<file path="config.mk">
export PLATFORM = sky130hd
export DESIGN_NAME = circular_deque
export DESIGN_NICKNAME = d
export VERILOG_FILES = /design/src/cdq_pkg.sv /design/src/circular_deque.sv /design/src/cdq_ram.sv /design/src/cdq_ctrl.sv
export SDC_FILE = /design/constraint.sdc
export NUM_CORES = 1
export LEC_CHECK = 0
export BUFFER_PORTS_ARGS = -buffer_cell sky130_fd_sc_hd__buf_4
export CORE_MARGIN = 2
export CORE_UTILIZATION = 40
export CTS_BUF_LIST = sky130_fd_sc_hd__clkbuf_2 sky130_fd_sc_hd__clkbuf_4 sky130_fd_sc_hd__clkbuf_8
export CTS_CLUSTER_SIZE = 10
export DETAILED_ROUTE_END_ITERATION = 7
export HOLD_SLACK_MARGIN = 0.02
export PLACE_DENSITY = 0.6
export SYNTH_ARGS = -nofsm -noshare
export SYNTH_HDL_FRONTEND = slang
export SYNTH_SLANG_ARGS = --single-unit
</file>
<file path="constraint.sdc">
create_clock -name clk -period 6.3 [get_ports clk]
set_clock_uncertainty 0.15 [all_clocks]
set_input_delay 1.575 -clock clk [delete_from_list [all_inputs] [get_ports clk]]
set_output_delay 1.575 -clock clk [all_outputs]
set_load 0.005 [all_outputs]
</file>
<file path="src/cdq_pkg.sv">
package cdq_pkg;

	localparam int DEPTH = 16;
	localparam int AW    = (DEPTH > 1) ? $clog2(DEPTH) : 1;
	localparam int VW    = 32;

	typedef logic [AW-1:0] idx_t;

	typedef enum logic [1:0] {
		OP_PUSH_BACK  = 2'd0,
		OP_PUSH_FRONT = 2'd1,
		OP_POP_FRONT  = 2'd2,
		OP_POP_BACK   = 2'd3
	} opcode_t;

	typedef enum logic [1:0] {
		ST_OK        = 2'd0,
		ST_OVERFLOW  = 2'd1,
		ST_UNDERFLOW = 2'd2
	} status_t;

	typedef struct packed {
		opcode_t               opcode;
		logic signed [VW-1:0]  push_value;
	} in_item_t;

	typedef struct packed {
		status_t               status;
		logic signed [VW-1:0]  popped_value;
		logic                  is_empty;
		logic                  is_full;
	} out_item_t;

	// memory access issued in the cycle an item is accepted
	typedef struct packed {
		logic          en;
		logic          we;
		idx_t          addr;
		logic [VW-1:0] wdata;
	} mem_req_t;

	// result of an item, waiting in the read stage for the read data
	typedef struct packed {
		logic    valid;
		logic    pop_ok;
		status_t status;
		logic    is_empty;
		logic    is_full;
	} res_info_t;

	function automatic idx_t idx_next(input idx_t i);
		return (i == idx_t'(DEPTH - 1)) ? '0 : idx_t'(i + idx_t'(1));
	endfunction

	function automatic idx_t idx_prev(input idx_t i);
		return (i == '0) ? idx_t'(DEPTH - 1) : idx_t'(i - idx_t'(1));
	endfunction

endpackage

</file>
<file path="src/circular_deque.sv">
// channel  | valid     | ready     | payload
// in       | in_valid  | in_ready  | in_data  (opcode, push_value)
// out      | out_valid | out_ready | out_data (status, popped_value, is_empty, is_full)
//
// One item per cycle unless the input stalls; a result goes to the output register:
// the slot is read at the accepting edge; the read stage then loads it on advancing.
// Pointers and the empty flag live in registers; slots live in a single-port memory.
// arst_n clears the pointers and marks the deque empty; the slot store is not cleared.
// A stalled output holds the waiting result and the read stage;
// input stalls only when both are full and the output is not taken.
module circular_deque (
	input  logic                 clk,
	input  logic                 arst_n,
	input  logic                 in_valid,
	output logic                 in_ready,
	input  cdq_pkg::in_item_t    in_data,
	output logic                 out_valid,
	input  logic                 out_ready,
	output cdq_pkg::out_item_t   out_data
);

	cdq_pkg::mem_req_t   mem_req;
	cdq_pkg::res_info_t  info_s1;
	logic [cdq_pkg::VW-1:0] rdata;
	logic                accept;
	logic                advance;
	logic                out_valid_q;
	cdq_pkg::out_item_t  out_data_q;

	assign advance  = info_s1.valid && (!out_valid_q || out_ready);
	assign in_ready = !info_s1.valid || advance;
	assign accept   = in_valid && in_ready;

	cdq_ctrl u_ctrl (
		.clk     (clk),
		.arst_n  (arst_n),
		.accept  (accept),
		.item    (in_data),
		.advance (advance),
		.mem_req (mem_req),
		.info_s1 (info_s1)
	);

	cdq_ram #(
		.Depth (cdq_pkg::DEPTH),
		.Width (cdq_pkg::VW)
	) u_ram (
		.clk   (clk),
		.en    (mem_req.en),
		.we    (mem_req.we),
		.addr  (mem_req.addr),
		.wdata (mem_req.wdata),
		.rdata (rdata)
	);

	always_ff @(posedge clk or negedge arst_n) begin
		if (!arst_n) begin
			out_valid_q <= 1'b0;
		end else if (advance) begin
			out_valid_q <= 1'b1;
		end else if (out_ready) begin
			out_valid_q <= 1'b0;
		end
	end

	always_ff @(posedge clk) begin
		if (advance) begin
			out_data_q.status       <= info_s1.status;
			out_data_q.popped_value <= info_s1.pop_ok ? rdata : '0;
			out_data_q.is_empty     <= info_s1.is_empty;
			out_data_q.is_full      <= info_s1.is_full;
		end
	end

	assign out_valid = out_valid_q;
	assign out_data  = out_data_q;

`ifndef NO_ASSERTIONS
	a_zero_on_refuse: assert property (@(posedge clk) disable iff (!arst_n)
		(out_valid && (out_data.status != cdq_pkg::ST_OK))
		|-> (out_data.popped_value == '0))
		else $error("refused item returned a value");

	a_not_both: assert property (@(posedge clk) disable iff (!arst_n)
		out_valid |-> !(out_data.is_empty && out_data.is_full))
		else $error("deque reported empty and full together");

	a_s1_held: assert property (@(posedge clk) disable iff (!arst_n)
		(info_s1.valid && !advance) |=> info_s1.valid)
		else $error("read stage dropped a stalled item");
`endif

endmodule

</file>
<file path="src/cdq_ram.sv">
module cdq_ram #(
	parameter int Depth = 16,
	parameter int Width = 32
) (
	input  logic                                    clk,
	input  logic                                    en,
	input  logic                                    we,
	input  logic [((Depth > 1) ? $clog2(Depth) : 1)-1:0] addr,
	input  logic [Width-1:0]                        wdata,
	output logic [Width-1:0]                        rdata
);

	logic [Width-1:0] mem [Depth];
	logic [Width-1:0] rdata_q;

	always_ff @(posedge clk) begin
		if (en) begin
			if (we) begin
				mem[addr] <= wdata;
			end else begin
				rdata_q <= mem[addr];
			end
		end
	end

	assign rdata = rdata_q;

endmodule

</file>
<file path="src/cdq_ctrl.sv">
module cdq_ctrl (
	input  logic                clk,
	input  logic                arst_n,
	input  logic                accept,
	input  cdq_pkg::in_item_t   item,
	input  logic                advance,
	output cdq_pkg::mem_req_t   mem_req,
	output cdq_pkg::res_info_t  info_s1
);

	cdq_pkg::idx_t head_q, tail_q, head_d, tail_d;
	logic          empty_q, empty_d;
	logic          full;
	logic          is_push;
	cdq_pkg::res_info_t info_d;
	cdq_pkg::mem_req_t  req;

	assign full    = !empty_q && (cdq_pkg::idx_next(tail_q) == head_q);
	assign is_push = (item.opcode == cdq_pkg::OP_PUSH_BACK) ||
	                 (item.opcode == cdq_pkg::OP_PUSH_FRONT);

	always_comb begin
		head_d         = head_q;
		tail_d         = tail_q;
		empty_d        = empty_q;
		req.en         = 1'b0;
		req.we         = 1'b0;
		req.addr       = head_q;
		req.wdata      = item.push_value;
		info_d.valid   = 1'b1;
		info_d.pop_ok  = 1'b0;
		info_d.status  = cdq_pkg::ST_OK;

		if (is_push) begin
			if (full) begin
				info_d.status = cdq_pkg::ST_OVERFLOW;
			end else if (empty_q) begin
				head_d   = '0;
				tail_d   = '0;
				empty_d  = 1'b0;
				req.en   = 1'b1;
				req.we   = 1'b1;
				req.addr = '0;
			end else if (item.opcode == cdq_pkg::OP_PUSH_BACK) begin
				tail_d   = cdq_pkg::idx_next(tail_q);
				req.en   = 1'b1;
				req.we   = 1'b1;
				req.addr = tail_d;
			end else begin
				head_d   = cdq_pkg::idx_prev(head_q);
				req.en   = 1'b1;
				req.we   = 1'b1;
				req.addr = head_d;
			end
		end else begin
			if (empty_q) begin
				info_d.status = cdq_pkg::ST_UNDERFLOW;
			end else begin
				info_d.pop_ok = 1'b1;
				req.en        = 1'b1;
				if (head_q == tail_q) begin
					// last entry leaves: return both pointers to slot 0
					req.addr = head_q;
					head_d   = '0;
					tail_d   = '0;
					empty_d  = 1'b1;
				end else if (item.opcode == cdq_pkg::OP_POP_FRONT) begin
					req.addr = head_q;
					head_d   = cdq_pkg::idx_next(head_q);
				end else begin
					req.addr = tail_q;
					tail_d   = cdq_pkg::idx_prev(tail_q);
				end
			end
		end

		info_d.is_empty = empty_d;
		info_d.is_full  = !empty_d && (cdq_pkg::idx_next(tail_d) == head_d);
	end

	always_ff @(posedge clk or negedge arst_n) begin
		if (!arst_n) begin
			head_q        <= '0;
			tail_q        <= '0;
			empty_q       <= 1'b1;
			info_s1.valid <= 1'b0;
		end else if (accept) begin
			head_q  <= head_d;
			tail_q  <= tail_d;
			empty_q <= empty_d;
			info_s1 <= info_d;
		end else if (advance) begin
			info_s1.valid <= 1'b0;
		end
	end

	always_comb begin
		mem_req    = req;
		mem_req.en = req.en && accept;
	end

`ifndef NO_ASSERTIONS
	a_empty_ptrs: assert property (@(posedge clk) disable iff (!arst_n)
		empty_q |-> (head_q == '0) && (tail_q == '0))
		else $error("empty deque with nonzero pointers");

	a_refused_holds: assert property (@(posedge clk) disable iff (!arst_n)
		(accept && ((is_push && full) || (!is_push && empty_q)))
		|=> $stable(head_q) && $stable(tail_q) && $stable(empty_q))
		else $error("refused item changed the pointers");

	a_ptr_range: assert property (@(posedge clk) disable iff (!arst_n)
		(32'(head_q) < cdq_pkg::DEPTH) && (32'(tail_q) < cdq_pkg::DEPTH))
		else $error("pointer beyond the store");
`endif

endmodule

</file>
==> flow_summary.ini <==
[clocking]
cts_tree = built
ctsResizeCount = 0
cts_post_setup_buffers_inserted = 0
insertion_delay_ps = 700
clock-root-buffer = sky130_fd_sc_hd__clkbuf_8
clkSlewWorstSetupHoldPaths_ps = 60
clock_tree_buf_depth = 3
numClockSinks = 596
post_cts_hold_buffer_count = 0
cts_buffers = 96
htree_num_levels = 3

[grt]
gr-total-overflow = 0
grt_start_max_net_pins = 194
grt_antenna_before_repair = 1
grt_use_total = 0.196
first_global_vias = 14500
grt_first_pass_wirelength_mm = 92.8

[timing]
timing_worst_slew_pin_value_ps = 990
finalSetupTns_ps = 0
slew_headroom = 0.336
finalHoldViolCount = 0
max_clock_freq_ghz = 0.191
grt_setup_unrepaired = no
timing.final.crit_share = 0.831
setup_viol_count_final = 0
clock_period_minus_worst_slack_ps = 5230
slew_violations = 0

[placed_design]
final_gp_congestion = 0.885
place.detailed.hpwl_mm = 32.8
placement.io_buffers = 75
dpl_cell_area_um2 = 26100

[floorplanning]
die_height_um = 251
ios = 76
die-width_um = 251
floorplan.initialDensity = 0.405
placeableCoreArea_um2 = 60400
rows = 90
floorplan.die_area_um2 = 63100

[synthesis]
syn_nets = 1626
synth_area_leaders = sky130_fd_sc_hd__edfxtp_1 (72%), sky130_fd_sc_hd__a211oi_1 (8.0%), sky130_fd_sc_hd__and3_1 (4.9%), sky130_fd_sc_hd__mux2i_1 (2.7%), sky130_fd_sc_hd__nor3b_1 (2.0%)
synth-main-ff-cell = sky130_fd_sc_hd__edfxtp_1
synth_sequential_area_ratio = 0.730
synth-warning-count = 0
netlist-cell-type-count = 58
asyncSetResetFlopFracSynth = 0.0185
synth_commonest_cells = sky130_fd_sc_hd__edfxtp_1 (585), sky130_fd_sc_hd__a211oi_1 (261), sky130_fd_sc_hd__and3_1 (193), sky130_fd_sc_hd__clkbuf_1 (89), sky130_fd_sc_hd__mux2i_1 (67)
synthCells = 1583
avgSynthCellArea_um2 = 15.4
post-synth-top-area-fraction = 0.719
count_of_flip_flops_with_a_built_in_enable_after_synthesis = 585
synth_seq_cells = 596
post_synth_top_area_cell = sky130_fd_sc_hd__edfxtp_1
synth_area_um2 = 24400
yosysMostFrequentCell = sky130_fd_sc_hd__edfxtp_1

[power]
swShare = 0.368
power.share.combinational = 0.374
net-switching-power_mw = 4.84
internal_power_mw = 8.33
power.density_nw_per_um2 = 471
seqPwrFrac = 0.378
static-leakage-power_nw = 9.42
ir_drop_mv = 0.547
pwr-share-clk = 0.249

[drt]
drt_wl_cell_um = 24.4
detail_route.first_pass.iterations = 5
drt.antenna.violating_nets = 0
detail_route.drc_violations = 0
route.final.wire_length_mm = 61.7
vias = 14600
routed_via_density = 5.76
first_iter_violations = 1351

[worst_setup_path]
worst_path_dominant_cell_family = compound AO/OA/AOI/OAI gates
worstSetupPathDepth = 10
cp-end-kind = flop
worstRegToRegCells = 10
worst-r2r-setup-slack_ps = 1070
start_kind = flop
critPathMaxStageDelay_ps = 690
critPathMostFrequentCell = sky130_fd_sc_hd__buf_12
worstReg2RegEnd = u_ram.mem[9][9]
cp_max_fo = 193
timing.rr.start = u_ctrl.tail_q[0]
cp_data_arrival_time_ps = 5470
required_ps = 6540
cp.buffers_inverters = 2
capture_point_of_the_critical_path = u_ram.mem[9][9]
sequence_of_cells_on_the_critical_path = ha_1 > a21o_1 > a311oi_1 > a211o_1 > a311o_2 > buf_12 > and2_1 > nand3_1 > nor2_4 > buf_12
crit_type = reg -> reg
critical-path-slowest-cell = sky130_fd_sc_hd__nor2_4
critPathLaunch = u_ctrl.tail_q[0]

[layout]
post_route_cells_drive_above_1_share = 0.174
fillers = 5194
num-nets-final = 1711
layout.cell_area.non_filler_um2 = 28000
synth_to_layout_area_growth_pct = 14.4

[flow_run]
max_cap_viol_count = 0

[hold_path]
hold_path_class = reg -> reg

[run_status]
result_of_the_run = finished clean
[metal layers]
metal / track usage / part of all wire / vias to the layer above
met5: 0 / 0 / -
met4: 0.0692 / 0.024 / 0
met3: 0.0349 / 0.056 / 118
met2: 0.310 / 0.47 / 454
met1: 0.273 / 0.45 / 7435
li1: - / - / 6574
[cell usage in the layout, fill, tap and decap left out, drive strengths merged, types with 19 or more instances in the layout]
cell type and instances:
a211oi 262, nor3b 65, mux2i 67, inv 19, nand2 21, clkbuf 133, edfxtp 585, clkinv 42
or4 32, buf 121, and3 193, and2 36, nor2 34
[metrics by stage]
stage / power [mW] / hold WS (ps) / utilization / std cells / setup slack [ps]
after floorplan: 8.42 / 250 / - / 1583 / 1120
after global placement: 9.91 / 252 / 0.432 / 2352 / 1200
after detailed placement: 9.97 / 256 / 0.432 / 2352 / 1140
after CTS: 13.3 / 270 / 0.463 / 2531 / 1180
after global routing: 13.9 / 279 / 0.463 / 2532 / 799
final: 13.2 / 269 / 0.463 / 2533 / 1070
[area by class of cell]
| cell class | count | area [µm²] | share of cell area |
|---|---|---|---|
| sequential | 596 | 17800 | 0.638 |
| multi-input combinational | 836 | 6110 | 0.218 |
| clock buffer | 133 | 1620 | 0.0578 |
| timing repair buffer | 121 | 1080 | 0.0387 |
| tap | 782 | 978 | 0.0350 |
| clock inverter | 46 | 269 | 0.00962 |
| inverter | 17 | 63.8 | 0.00228 |
| antenna | 2 | 5.00 | 0.000179 |
[state kept, by name, summed over array words and instances, names as in the netlist]
signal,count
u_ram.mem,512
out_data,36
u_ram.rdata,32
u_ctrl.info_s1,6
u_ctrl.head_q,4
u_ctrl.tail_q,4
out_valid,1
u_ctrl.empty_q,1
[worst min path at each step]
stage	from	cells past startpoint	end	slack, ps
finish	u_ctrl.info_s1[1]	0	out_data[1]	270
global route	u_ctrl.info_s1[1]	0	out_data[1]	280
CTS	u_ctrl.info_s1[1]	0	out_data[1]	270
global placement	u_ctrl.info_s1[0]	0	out_data[0]	250
floorplan	u_ctrl.info_s1[0]	0	out_data[0]	250
detailed placement	u_ctrl.info_s1[1]	0	out_data[1]	260
[kinds of logic after synthesis]
| kind of cell | share of synthesized area |
|---|---|
| AO/OA/AOI/OAI | 0.102 |
| AND/OR/NAND/NOR | 0.104 |
| adder cells (fa/ha/maj) | 0.00256 |
| multiplexers | 0.0279 |
| flip-flops | 0.730 |
| XOR/XNOR | 0.00584 |
| buffers and inverters | 0.0275 |
[power by group through the flow]
stage               sequential [mW]  clock, mW  combinational (mW)
floorplan                      4.95          0                3.47
global placement               5.05          0                4.87
detailed placement             5.05          0                4.91
CTS                            4.97       3.36                4.93
global route                   5.00       3.52                5.36
finish                         4.98       3.28                4.92
No activity file was read; power rests on OpenSTA's default activity.
